File: src/rtl/core/upd_pkg.sv
package upd_pkg;

	// Character codes that the decoder recognizes or produces.
	localparam logic [7:0] PCT_CHAR   = 8'h25;
	localparam logic [7:0] PLUS_CHAR  = 8'h2B;
	localparam logic [7:0] SPACE_CHAR = 8'h20;

	// Depth of the queue between the front and the back; a power of two.
	localparam int QUEUE_DEPTH = 4;
	localparam int QPTR_W      = $clog2(QUEUE_DEPTH);
	localparam int QCNT_W      = $clog2(QUEUE_DEPTH + 1);

	// One queue entry: a single result, or a pair whose second byte is always last.
	typedef struct packed {
		logic       pair;
		logic [7:0] byte0;
		logic       last0;
		logic [7:0] byte1;
	} entry_t;

	// Queue status seen by the front and the back.
	typedef struct packed {
		logic full;
		logic empty;
	} qstat_t;

	// Digit value of a character: a decimal digit gives its own value, a letter of
	// either case counts on from ten, and any other character gives zero.
	function automatic logic [5:0] digit_value(input logic [7:0] c);
		logic [7:0] tmp;
		begin
			tmp = 8'd0;
			if (c inside {[8'h41:8'h5A]}) begin
				tmp = c - 8'd55;
			end else if (c inside {[8'h61:8'h7A]}) begin
				tmp = c - 8'd87;
			end else if (c inside {[8'h30:8'h39]}) begin
				tmp = c - 8'd48;
			end
			return tmp[5:0];
		end
	endfunction

endpackage

File: src/rtl/core/upd_front.sv
module upd_front (
	input  logic              clk,
	input  logic              arst_n,
	input  logic [7:0]        in_byte,
	input  logic              in_last,
	input  logic              push,
	output logic              full,
	input  upd_pkg::qstat_t   qstat,
	output logic              wr_en,
	output upd_pkg::entry_t   wr_entry
);

	localparam logic [1:0] PH_IDLE = 2'd0;
	localparam logic [1:0] PH_PCT  = 2'd1;
	localparam logic [1:0] PH_HIGH = 2'd2;

	logic [1:0] phase_q;
	logic [1:0] phase_d;
	logic [3:0] high_q;
	logic [3:0] high_d;
	logic       accept;
	logic       has_result;
	logic [5:0] dval;
	logic [7:0] plain_byte;

	assign full       = qstat.full;
	assign accept     = push && !qstat.full;
	assign dval       = upd_pkg::digit_value(in_byte);
	assign plain_byte = (in_byte == upd_pkg::PLUS_CHAR) ? upd_pkg::SPACE_CHAR : in_byte;

	// Classify the incoming byte against the escape phase.
	always_comb begin
		phase_d        = PH_IDLE;
		high_d         = high_q;
		has_result     = 1'b1;
		wr_entry.pair  = 1'b0;
		wr_entry.byte0 = plain_byte;
		wr_entry.last0 = in_last;
		wr_entry.byte1 = plain_byte;
		case (phase_q)
			PH_PCT: begin
				if (!in_last) begin
					high_d     = dval[3:0];
					phase_d    = PH_HIGH;
					has_result = 1'b0;
				end else begin
					wr_entry.pair  = 1'b1;
					wr_entry.byte0 = upd_pkg::PCT_CHAR;
					wr_entry.last0 = 1'b0;
				end
			end
			PH_HIGH: begin
				wr_entry.byte0 = {high_q, 4'h0} + {2'b00, dval};
			end
			default: begin
				if (in_byte == upd_pkg::PCT_CHAR && !in_last) begin
					phase_d    = PH_PCT;
					has_result = 1'b0;
				end
			end
		endcase
	end

	assign wr_en = accept && has_result;

	// Escape state advances on every input transfer.
	always_ff @(posedge clk or negedge arst_n) begin
		if (!arst_n) begin
			phase_q <= PH_IDLE;
			high_q  <= 4'h0;
		end else if (accept) begin
			phase_q <= phase_d;
			high_q  <= high_d;
		end
	end

endmodule

File: src/rtl/core/upd_queue.sv
module upd_queue (
	input  logic            clk,
	input  logic            arst_n,
	input  logic            wr_en,
	input  upd_pkg::entry_t wr_entry,
	input  logic            rd_en,
	output upd_pkg::entry_t rd_entry,
	output upd_pkg::qstat_t qstat
);

	upd_pkg::entry_t                 mem_q [upd_pkg::QUEUE_DEPTH];
	logic [upd_pkg::QPTR_W-1:0]      wptr_q;
	logic [upd_pkg::QPTR_W-1:0]      rptr_q;
	logic [upd_pkg::QCNT_W-1:0]      count_q;
	logic                            do_wr;
	logic                            do_rd;

	assign qstat.full  = (count_q == upd_pkg::QCNT_W'(upd_pkg::QUEUE_DEPTH));
	assign qstat.empty = (count_q == '0);
	assign do_wr       = wr_en && !qstat.full;
	assign do_rd       = rd_en && !qstat.empty;
	assign rd_entry    = mem_q[rptr_q];

	// Entry storage.
	always_ff @(posedge clk) begin
		if (do_wr) begin
			mem_q[wptr_q] <= wr_entry;
		end
	end

	// Pointers and fill count.
	always_ff @(posedge clk or negedge arst_n) begin
		if (!arst_n) begin
			wptr_q  <= '0;
			rptr_q  <= '0;
			count_q <= '0;
		end else begin
			if (do_wr) begin
				wptr_q <= wptr_q + 1'b1;
			end
			if (do_rd) begin
				rptr_q <= rptr_q + 1'b1;
			end
			if (do_wr && !do_rd) begin
				count_q <= count_q + 1'b1;
			end else if (do_rd && !do_wr) begin
				count_q <= count_q - 1'b1;
			end
		end
	end

endmodule

File: src/rtl/core/upd_back.sv
module upd_back (
	input  logic            clk,
	input  logic            arst_n,
	input  upd_pkg::entry_t rd_entry,
	input  upd_pkg::qstat_t qstat,
	output logic            rd_en,
	output logic [7:0]      out_byte,
	output logic            out_last,
	output logic            empty,
	input  logic            pop
);

	logic       out_valid_q;
	logic [7:0] out_byte_q;
	logic       out_last_q;
	logic       sec_valid_q;
	logic [7:0] sec_byte_q;
	logic       pop_acc;
	logic       room;

	assign pop_acc  = pop && out_valid_q;
	assign room     = !out_valid_q || pop_acc;
	assign rd_en    = room && !sec_valid_q && !qstat.empty;
	assign out_byte = out_byte_q;
	assign out_last = out_last_q;
	assign empty    = !out_valid_q;

	// Output register, fed by the pending second byte before the queue.
	always_ff @(posedge clk or negedge arst_n) begin
		if (!arst_n) begin
			out_valid_q <= 1'b0;
			sec_valid_q <= 1'b0;
		end else begin
			if (sec_valid_q && room) begin
				out_valid_q <= 1'b1;
				sec_valid_q <= 1'b0;
			end else if (rd_en) begin
				out_valid_q <= 1'b1;
				sec_valid_q <= rd_entry.pair;
			end else if (pop_acc) begin
				out_valid_q <= 1'b0;
			end
		end
	end

	// Result payload.
	always_ff @(posedge clk) begin
		if (sec_valid_q && room) begin
			out_byte_q <= sec_byte_q;
			out_last_q <= 1'b1;
		end else if (rd_en) begin
			out_byte_q <= rd_entry.byte0;
			out_last_q <= rd_entry.last0;
			sec_byte_q <= rd_entry.byte1;
		end
	end

endmodule

File: src/rtl/core/url_percent_decoder_unit.sv
// Channel  | Ports                     | Transfer when
// ---------+---------------------------+--------------------------
// input    | in_byte, in_last, push    | push high and full low
//          | full                      |
// result   | out_byte, out_last, empty | pop high and empty low
//          | pop                       |
//
// One input byte is taken every cycle while full is low; a result goes into the queue
// when the byte that completes it is taken, then moves to the output register.
// A string that ends one byte after a '%' gives two results, which leave the output
// register one after the other; a four-entry queue between the classifier and the
// output stage absorbs this and any stall on pop, and full rises only when it fills.
// Reset clears the escape state, the queue and the output register; empty is high.
module url_percent_decoder_unit (
	input  logic       clk,
	input  logic       arst_n,
	input  logic [7:0] in_byte,
	input  logic       in_last,
	input  logic       push,
	output logic       full,
	output logic [7:0] out_byte,
	output logic       out_last,
	output logic       empty,
	input  logic       pop
);

	upd_pkg::qstat_t qstat;
	upd_pkg::entry_t wr_entry;
	upd_pkg::entry_t rd_entry;
	logic            wr_en;
	logic            rd_en;

	// Classifier with escape state.
	upd_front u_front (
		.clk      (clk),
		.arst_n   (arst_n),
		.in_byte  (in_byte),
		.in_last  (in_last),
		.push     (push),
		.full     (full),
		.qstat    (qstat),
		.wr_en    (wr_en),
		.wr_entry (wr_entry)
	);

	// Decoupling queue.
	upd_queue u_queue (
		.clk      (clk),
		.arst_n   (arst_n),
		.wr_en    (wr_en),
		.wr_entry (wr_entry),
		.rd_en    (rd_en),
		.rd_entry (rd_entry),
		.qstat    (qstat)
	);

	// Result sequencer and output register.
	upd_back u_back (
		.clk      (clk),
		.arst_n   (arst_n),
		.rd_entry (rd_entry),
		.qstat    (qstat),
		.rd_en    (rd_en),
		.out_byte (out_byte),
		.out_last (out_last),
		.empty    (empty),
		.pop      (pop)
	);

endmodule

File: config.mk
export PLATFORM = sky130hd
export DESIGN_NAME = url_percent_decoder_unit
export DESIGN_NICKNAME = d
export VERILOG_FILES = /design/src/rtl/core/upd_pkg.sv /design/src/rtl/core/upd_front.sv /design/src/rtl/core/upd_queue.sv /design/src/rtl/core/upd_back.sv /design/src/rtl/core/url_percent_decoder_unit.sv
export SDC_FILE = /design/constraint.sdc
export NUM_CORES = 1
export LEC_CHECK = 0
export BUFFER_PORTS_ARGS = -buffer_cell sky130_fd_sc_hd__buf_2
export CORE_UTILIZATION = 50
export CTS_BUF_LIST = sky130_fd_sc_hd__clkbuf_4 sky130_fd_sc_hd__clkbuf_8 sky130_fd_sc_hd__clkbuf_16
export DETAILED_ROUTE_END_ITERATION = 16
export PLACE_DENSITY = 0.67
export SLEW_MARGIN = 20
export SYNTH_ARGS = -nofsm -noshare
export SYNTH_HDL_FRONTEND = slang
export SYNTH_HIERARCHICAL = 1
export SYNTH_SLANG_ARGS = --single-unit
File: constraint.sdc
create_clock -name clk -period 4.14 [get_ports clk]
set_input_delay 0.207 -clock clk [delete_from_list [all_inputs] [get_ports clk]]
set_output_delay 0.207 -clock clk [all_outputs]
set_load 0.02 [all_outputs]
==> results of run 1 <==
sequential cells by signal, indices dropped and copies added (netlist names):
name,count
u_front/phase_q,2
u_back/sec_byte_q,8
u_queue/mem_q,72
u_back/sec_valid_q,1
u_front/high_q,4
u_queue/count_q,3
u_back/out_valid_q,1
u_back/out_byte,8
u_back/out_last,1
u_queue/rptr_q,2
u_queue/wptr_q,2
how the worst max path moves through the flow:
| stage | slack (ps) | endpoint |
|---|---|---|
| after floorplan | 1640 | u_queue/count_q[2] |
| after CTS | 1260 | u_queue/count_q[2] |
| after detailed placement | 1070 | u_queue/mem_q[2][14] |
| after global placement | 1150 | u_queue/mem_q[0][14] |
| final | 1250 | u_queue/count_q[2] |
| after global routing | 1020 | u_queue/count_q[2] |
per-layer routing:
| layer | wire length (um) | track usage, % | up-vias |
|---|---|---|---|
| met5 | 0 | 0 | - |
| li1 | - | - | 1231 |
| met4 | 84 | 5.91 | 0 |
| met1 | 3850 | 24.7 | 1344 |
| met2 | 4330 | 31.4 | 59 |
| met3 | 284 | 3.13 | 6 |
logic make-up (layout without fill, tap and decap cells):
kind of cell	after synthesis	in the layout	share of synthesized area, %
buf+inv	30	63	2.84
fa+ha+maj	19	19	5.26
flops	104	104	63.3
mux	29	29	11.1
xor+xnor	10	10	1.82
simple gates	74	74	8.89
compound gates	44	44	6.85
Yosys cell counts, drive strengths merged, types with 3 or more instances:
| library cell | count |
|---|---|
| a21oi | 12 |
| a31oi | 3 |
| and2 | 4 |
| and3 | 3 |
| buf | 8 |
| clkbuf | 6 |
| dfrtp | 15 |
| edfxtp | 88 |
| ha | 17 |
| inv | 16 |
| mux2 | 10 |
| mux4 | 18 |
| nand2 | 18 |
| nand2b | 3 |
| nand3 | 3 |
| nor2 | 14 |
| nor2b | 9 |
| nor3 | 9 |
| o21ai | 11 |
| xnor2 | 8 |
where the power goes:
part	internal, uW	total [uW]	switching (uW)
Clock	232	558	326
Combinational	448	884	436
Sequential	1470	1630	168
cell type report:
cell class / instances / area (um2) / area share (%)
timing repair buffer: 31 / 178 / 3.39
clock inverter: 5 / 31.3 / 0.598
multi-input combinational: 176 / 1630 / 31.1
sequential: 104 / 3040 / 58.0
clock buffer: 11 / 139 / 2.65
inverter: 16 / 60.1 / 1.15
tap: 129 / 161 / 3.08
critical path, stage by stage (launching register included):
cell,delay (ps)
dfrtp_1,380
inv_1,50
ha_1,410
nand4_1,170
nor3b_1,260
nor2b_1,430
ha_1,270
inv_1,60
fa_1,370
xor2_1,150
nor2_1,110
xor2_1,150
timing repair:
action / 4_1_cts / 5_1_grt
hold buffers: 1 / 0
buffers inserted: 0 / 0
endpoints found under the hold margin: 15 / 0
stage by stage:
stage,cells,util (%),hold slack [ps],power [uW]
after floorplan,310,-,-88.6,2300
after global placement,455,54.4,131,2540
after detailed placement,455,54.4,140,2560
after CTS,472,56.4,149,3110
after global routing,472,56.4,157,3240
final,472,56.4,156,3080
==> results.py, run 1 <==
metrics = {
    "floorplanning": {
        "die_area_mm2": 0.0100,
        "io_pins": 24,
        "die_h_um": 100,
        "core_area_mm2": 0.00928,
        "row_count": 35,
        "fp.dieW_um": 100,
        "initial_utilization_pct": 51.7,
    },
    "synthesis": {
        "synth.top_cell.area_share_pct": 55.0,
        "yosys_most_used_dff": "edfxtp_1",
        "synthArstFlopShare_pct": 14.4,
        "syn_area_per_cell_um2": 15.5,
        "synth.distinct_cells": 55,
        "postSynthNetCount": 342,
        "ys_ff_latch": 104,
        "synth_cells": 310,
        "synthTopCellsByArea": "edfxtp_1 (55%), mux4_2 (8.4%), dfrtp_1 (7.8%)",
        "netlist_area_mm2": 0.00480,
        "synth_largest_area_cell": "edfxtp_1",
        "synth-seq-area-share_pct": 63.3,
        "yosysWarnings": 6,
        "synth_edf_count": 88,
    },
    "timing": {
        "skew_ps": 15.1,
        "fin_crit_sh_pct": 69.7,
        "hold_violations": 0,
        "finalWorstSetupSlack_ps": 1250,
        "layout_min_cycle_time_ps": 2890,
        "tns_ps": 0,
        "max_freq_mhz": 346,
        "setup_violations": 0,
        "slew_headroom_pct": 35.8,
        "maxSlewViolCount": 0,
        "rsz0062_at_grt": "no",
        "tightestPinTransition_ps": 963,
    },
    "cts": {
        "clock_path_buffers": 2,
        "post_cts_resized": 0,
        "ctsHtreeMaxLevel": 3,
        "cts_tree": "yes",
        "cts_sinks": 104,
        "numCtsBuffers": 9,
        "clk_pin_slew_ps": 100,
        "cts_root_buf": "clkbuf_8",
        "clkLatencyLatePin_ps": 350,
    },
    "worst_setup_path": {
        "cp_max_fo": 9,
        "critPathCaptureType": "flip-flop",
        "reg2reg_depth": 11,
        "worstSetupStartpointType": "flip-flop",
        "reg2reg_slack_ps": 1250,
        "worstSetupPathType": "flip-flop to flip-flop",
        "crit_path_start": "u_front/phase_q[0]",
        "cp.required_ps": 4420,
        "arrival_ps": 3170,
        "timing.rr.end": "u_queue/count_q[2]",
        "reg2reg_from": "u_front/phase_q[0]",
    },
    "detailed_routing": {
        "drtIter0Drc": 109,
        "drc_errors": 0,
        "ant_nets": 0,
        "vias": 2640,
        "detail_route.wl_per_cell_um": 18.1,
        "wirelength_um": 8540,
        "firstDrtPassIters": 4,
        "viasPerCell": 5.59,
    },
    "power": {
        "ir_worst_vdd_mv": 0.280,
        "leakage_uw": 0.00194,
        "power_density_mw_per_mm2": 588,
    },
    "min_path": {
        "holdPathEnd": "u_queue/mem_q[1][6]",
        "whs_path_depth": 1,
        "hp-start": "in_byte[6]",
        "worstHoldPathType": "input port to flip-flop",
    },
    "cells_and_area": {
        "post-route-cell-area_mm2": 0.00524,
        "layout-drive-gt1-share_pct": 23.6,
        "final_common_cell": "edfxtp_1",
        "insertedDiodeCount": 0,
        "fill_cells": 757,
        "final_nets": 370,
        "final_cell_mix": "edfxtp_1 (88), buf_2 (23), nand2_1 (18), mux4_2 (18), ha_1 (17)",
        "syn_to_final_growth_pct": 9.02,
    },
    "global_routing": {
        "grt_pass1_vias": 2619,
        "grt_use_total_pct": 18.6,
        "grt_max_degree": 21,
        "grt_overflow": 0,
        "antenna_found_initial": 0,
        "grt_pass1_wl_um": 13600,
    },
    "placement": {
        "port_buffers": 23,
        "dp_hpwl_um": 5730,
        "dpl_worst_slack_ps": 1070,
        "place_area_mm2": 0.00505,
        "place.gp.congestion": 0.860,
    },
    "flow_run": {
        "drv_cap": 0,
    },
    "outcome": {
        "status": "finished, final reports clean",
    },
}
Note: power is estimated with default switching activity, not from simulation.
==> inputs of run 2 (changes only) <==
--- a/config.mk
+++ b/config.mk
@@ -5,11 +5,12 @@
 export SDC_FILE = /design/constraint.sdc
 export NUM_CORES = 1
 export LEC_CHECK = 0
+export ABC_AREA = 1
 export BUFFER_PORTS_ARGS = -buffer_cell sky130_fd_sc_hd__buf_2
 export CORE_UTILIZATION = 50
 export CTS_BUF_LIST = sky130_fd_sc_hd__clkbuf_4 sky130_fd_sc_hd__clkbuf_8 sky130_fd_sc_hd__clkbuf_16
 export DETAILED_ROUTE_END_ITERATION = 16
-export PLACE_DENSITY = 0.67
+export PLACE_DENSITY = 0.7
 export SLEW_MARGIN = 20
 export SYNTH_ARGS = -nofsm -noshare
 export SYNTH_HDL_FRONTEND = slang
==> constraint.sdc (replaced) <==
create_clock -name clk -period 2.65 [get_ports clk]
set_input_delay 0.1325 -clock clk [delete_from_list [all_inputs] [get_ports clk]]
set_output_delay 0.1325 -clock clk [all_outputs]
set_load 0.02 [all_outputs]
==> run 2 against run 1 <==
Effect of this change:
- global-route usage down 0.59 points
- clock skew hardly changed
- clock power grew 70%
- largest cell class unchanged
==> results.py, run 2 <==
metrics = {
    "detailed_routing": {
        "vias": 3511,
        "detail_route.wl_per_cell_um": 13.4,
        "drc_errors": 0,
        "wirelength_um": 9320,
        "firstDrtPassIters": 4,
        "drtIter0Drc": 143,
        "ant_nets": 0,
        "viasPerCell": 5.06,
    },
    "worst_setup_path": {
        "cp_num_buf_inv": 5,
        "cp_cell_sequence": "inv_1 -> nand3_2 -> inv_1 -> nor2_4 -> inv_1 -> a41oi_2 -> o21a_1 -> nand2_1 -> inv_1 -> ha_1 -> inv_1 -> fa_1 -> nand2_1 -> nand3_1 -> nand2_1 -> nand2_1",
        "crit_top_cell": "inv_1",
        "crit_family": "simple AND/OR/NAND/NOR gates",
        "reg2reg_depth": 16,
        "timing.rr.end": "u_queue/count_q[2]",
        "slowest_delay_ps": 410,
        "cp_max_fo": 4,
        "arrival_ps": 2650,
        "reg2reg_from": "u_queue/count_q[0]",
        "critPathSlowestCell": "dfrtp_1",
        "reg2reg_slack_ps": 270,
        "critPathCaptureType": "flip-flop",
        "cp.depth": 16,
        "worstSetupPathType": "flip-flop to flip-flop",
        "crit_end": "u_queue/count_q[2]",
        "worstSetupStartpointType": "flip-flop",
        "cp.required_ps": 2920,
        "crit_path_start": "u_queue/count_q[0]",
    },
    "timing": {
        "slew_headroom_pct": 48.9,
        "skew_ps": 15.3,
        "max_freq_mhz": 420,
        "tns_ps": 0,
        "rsz0062_at_grt": "no",
        "hold_violations": 0,
        "setup_violations": 0,
        "fin_crit_sh_pct": 89.9,
        "hold-worst-slack_ps": 37.2,
        "layout_min_cycle_time_ps": 2380,
        "maxSlewViolCount": 0,
        "tightestPinTransition_ps": 766,
    },
    "power": {
        "power_density_mw_per_mm2": 991,
        "leakage_uw": 0.00255,
        "ir_worst_vdd_mv": 0.459,
    },
    "min_path": {
        "worstHoldPathType": "input port to flip-flop",
    },
    "synthesis": {
        "synth_cells": 528,
        "netlist_area_mm2": 0.00529,
        "synth.distinct_cells": 34,
        "yosys_most_used_dff": "edfxtp_1",
        "yosysWarnings": 6,
        "postSynthNetCount": 560,
        "synthArstFlopShare_pct": 14.4,
        "synth.top_cell.area_share_pct": 50.0,
        "synth_top_cells_by_count": "nand2_1 (141), edfxtp_1 (88), inv_1 (82)",
        "synth_largest_area_cell": "edfxtp_1",
        "syn_area_per_cell_um2": 10.0,
        "ys_ff_latch": 104,
        "synth-seq-area-share_pct": 57.4,
        "yosysMostFrequentCell": "nand2_1",
        "synth_edf_count": 88,
        "synthTopCellsByArea": "edfxtp_1 (50%), nand2_1 (10%), dfrtp_1 (7.1%)",
    },
    "cts": {
        "numCtsBuffers": 9,
        "clk_pin_slew_ps": 100,
        "cts_root_buf": "clkbuf_8",
        "clock_path_buffers": 2,
        "cts_tree": "yes",
        "ctsHtreeMaxLevel": 3,
        "clkLatencyLatePin_ps": 370,
        "cts_sinks": 104,
    },
    "global_routing": {
        "grt_pass1_vias": 3200,
        "met3_usage_pct": 3.37,
        "grt_overflow": 0,
        "use_met1_pct": 23.9,
        "grt_use_total_pct": 18.0,
        "grt_pass1_wl_um": 15200,
        "grt_busiest_layer": "met2",
        "antenna_found_initial": 0,
        "grtUsageMet2_pct": 29.8,
        "grt_max_degree": 53,
    },
    "cells_and_area": {
        "insertedDiodeCount": 0,
        "fill_cells": 894,
        "syn_to_final_growth_pct": 7.71,
        "largest_reg_flops": 72,
        "layout-drive-gt1-share_pct": 15.4,
        "top_register": "u_queue/mem_q",
        "final_cell_mix": "nand2_1 (141), edfxtp_1 (88), inv_1 (82), nand3_1 (43), o211ai_1 (35)",
        "final_nets": 585,
        "final_common_cell": "nand2_1",
    },
    "placement": {
        "port_buffers": 23,
        "place.gp.congestion": 0.894,
        "dp_hpwl_um": 6600,
    },
    "flow_run": {
        "drv_cap": 0,
    },
    "outcome": {
        "status": "finished, final reports clean",
    },
    "floorplanning": {
        "die_h_um": 105,
        "initial_utilization_pct": 51.5,
        "die_area_mm2": 0.0110,
        "core_area_mm2": 0.0103,
        "row_count": 37,
        "io_pins": 24,
        "fp.dieW_um": 105,
    },
}
run 2: changes by cell type after synthesis, sizes merged, moves of 7 or more:
cell | previous run | this run
nand2 | 18 | 155
inv | 16 | 87
nand3 | 3 | 47
o211ai | 2 | 37
mux4 | 18 | 0
nor2 | 14 | 30
mux2 | 10 | 0
nor2b | 9 | 0
buf | 8 | 16
nor3 | 9 | 2
run 2: per-stage QoR:
step	instance area [um2]	instances	setup slack (ps)	utilization (%)	power, uW
CTS	5670	693	52.3	55.2	5670
detailed placement	5470	676	69.1	53.2	4720
global route	5700	694	58.0	55.4	6080
finish	5700	694	268	55.4	5650
floorplan	5290	528	74.8	-	4290
global placement	5470	676	162	53.2	4660
run 2: worst min-delay path by stage:
stage / startpoint / endpoint / slack [ps] / cells past startpoint
after global placement: arst_n / u_queue/wptr_q[1] / 60 / 1
final: pop / u_back/sec_valid_q / 40 / 4
after floorplan: arst_n / u_back/out_valid_q / -160 / 0
after global routing: in_byte[7] / u_queue/mem_q[0][7] / 40 / 1
after CTS: pop / u_back/sec_valid_q / 20 / 4
after detailed placement: arst_n / u_queue/wptr_q[1] / 70 / 1
run 2: cell families after synthesis:
logic type,Yosys count,synth area share (%)
buffers and inverters,108,9.63
XOR/XNOR,4,0.662
adder cells (fa/ha/maj),19,4.78
flip-flops,104,57.4
AND/OR/NAND/NOR,237,19.8
AO/OA/AOI/OAI,56,7.71
run 2: layout make-up:
type	count	area (um2)	share of cell area [%]
Tap cell	136	170	2.99
Clock buffer	9	124	2.17
Timing Repair Buffer	35	208	3.65
Multi-Input combinational cell	316	1760	30.9
Sequential cell	104	3040	53.3
Inverter	87	327	5.73
Clock inverter	7	68.8	1.21
run 2: what timing repair did:
item,4_1_cts,5_1_grt
endpoints found under the hold margin,15,0
hold buffers,1,0
gates resized for setup,0,4
setup endpoints to repair,0,58
setup buffers,0,1
run 2: worst min-delay path, stage by stage:
cell,delay (ps)
buf_2,80
inv_1,40
nand3_1,70
nand2_1,50
run 2: where the power goes:
group | switching (uW) | total [uW] | internal (uW)
Sequential | 190 | 2590 | 2400
Combinational | 1410 | 2100 | 690
Clock | 578 | 950 | 372
run 2: per-layer routing:
metal / vias to the layer above / share of wire, %
met1: 1641 / 48
met3: 11 / 3.3
met2: 63 / 47
met5: - / 0
li1: 1796 / -
met4: 0 / 1.6
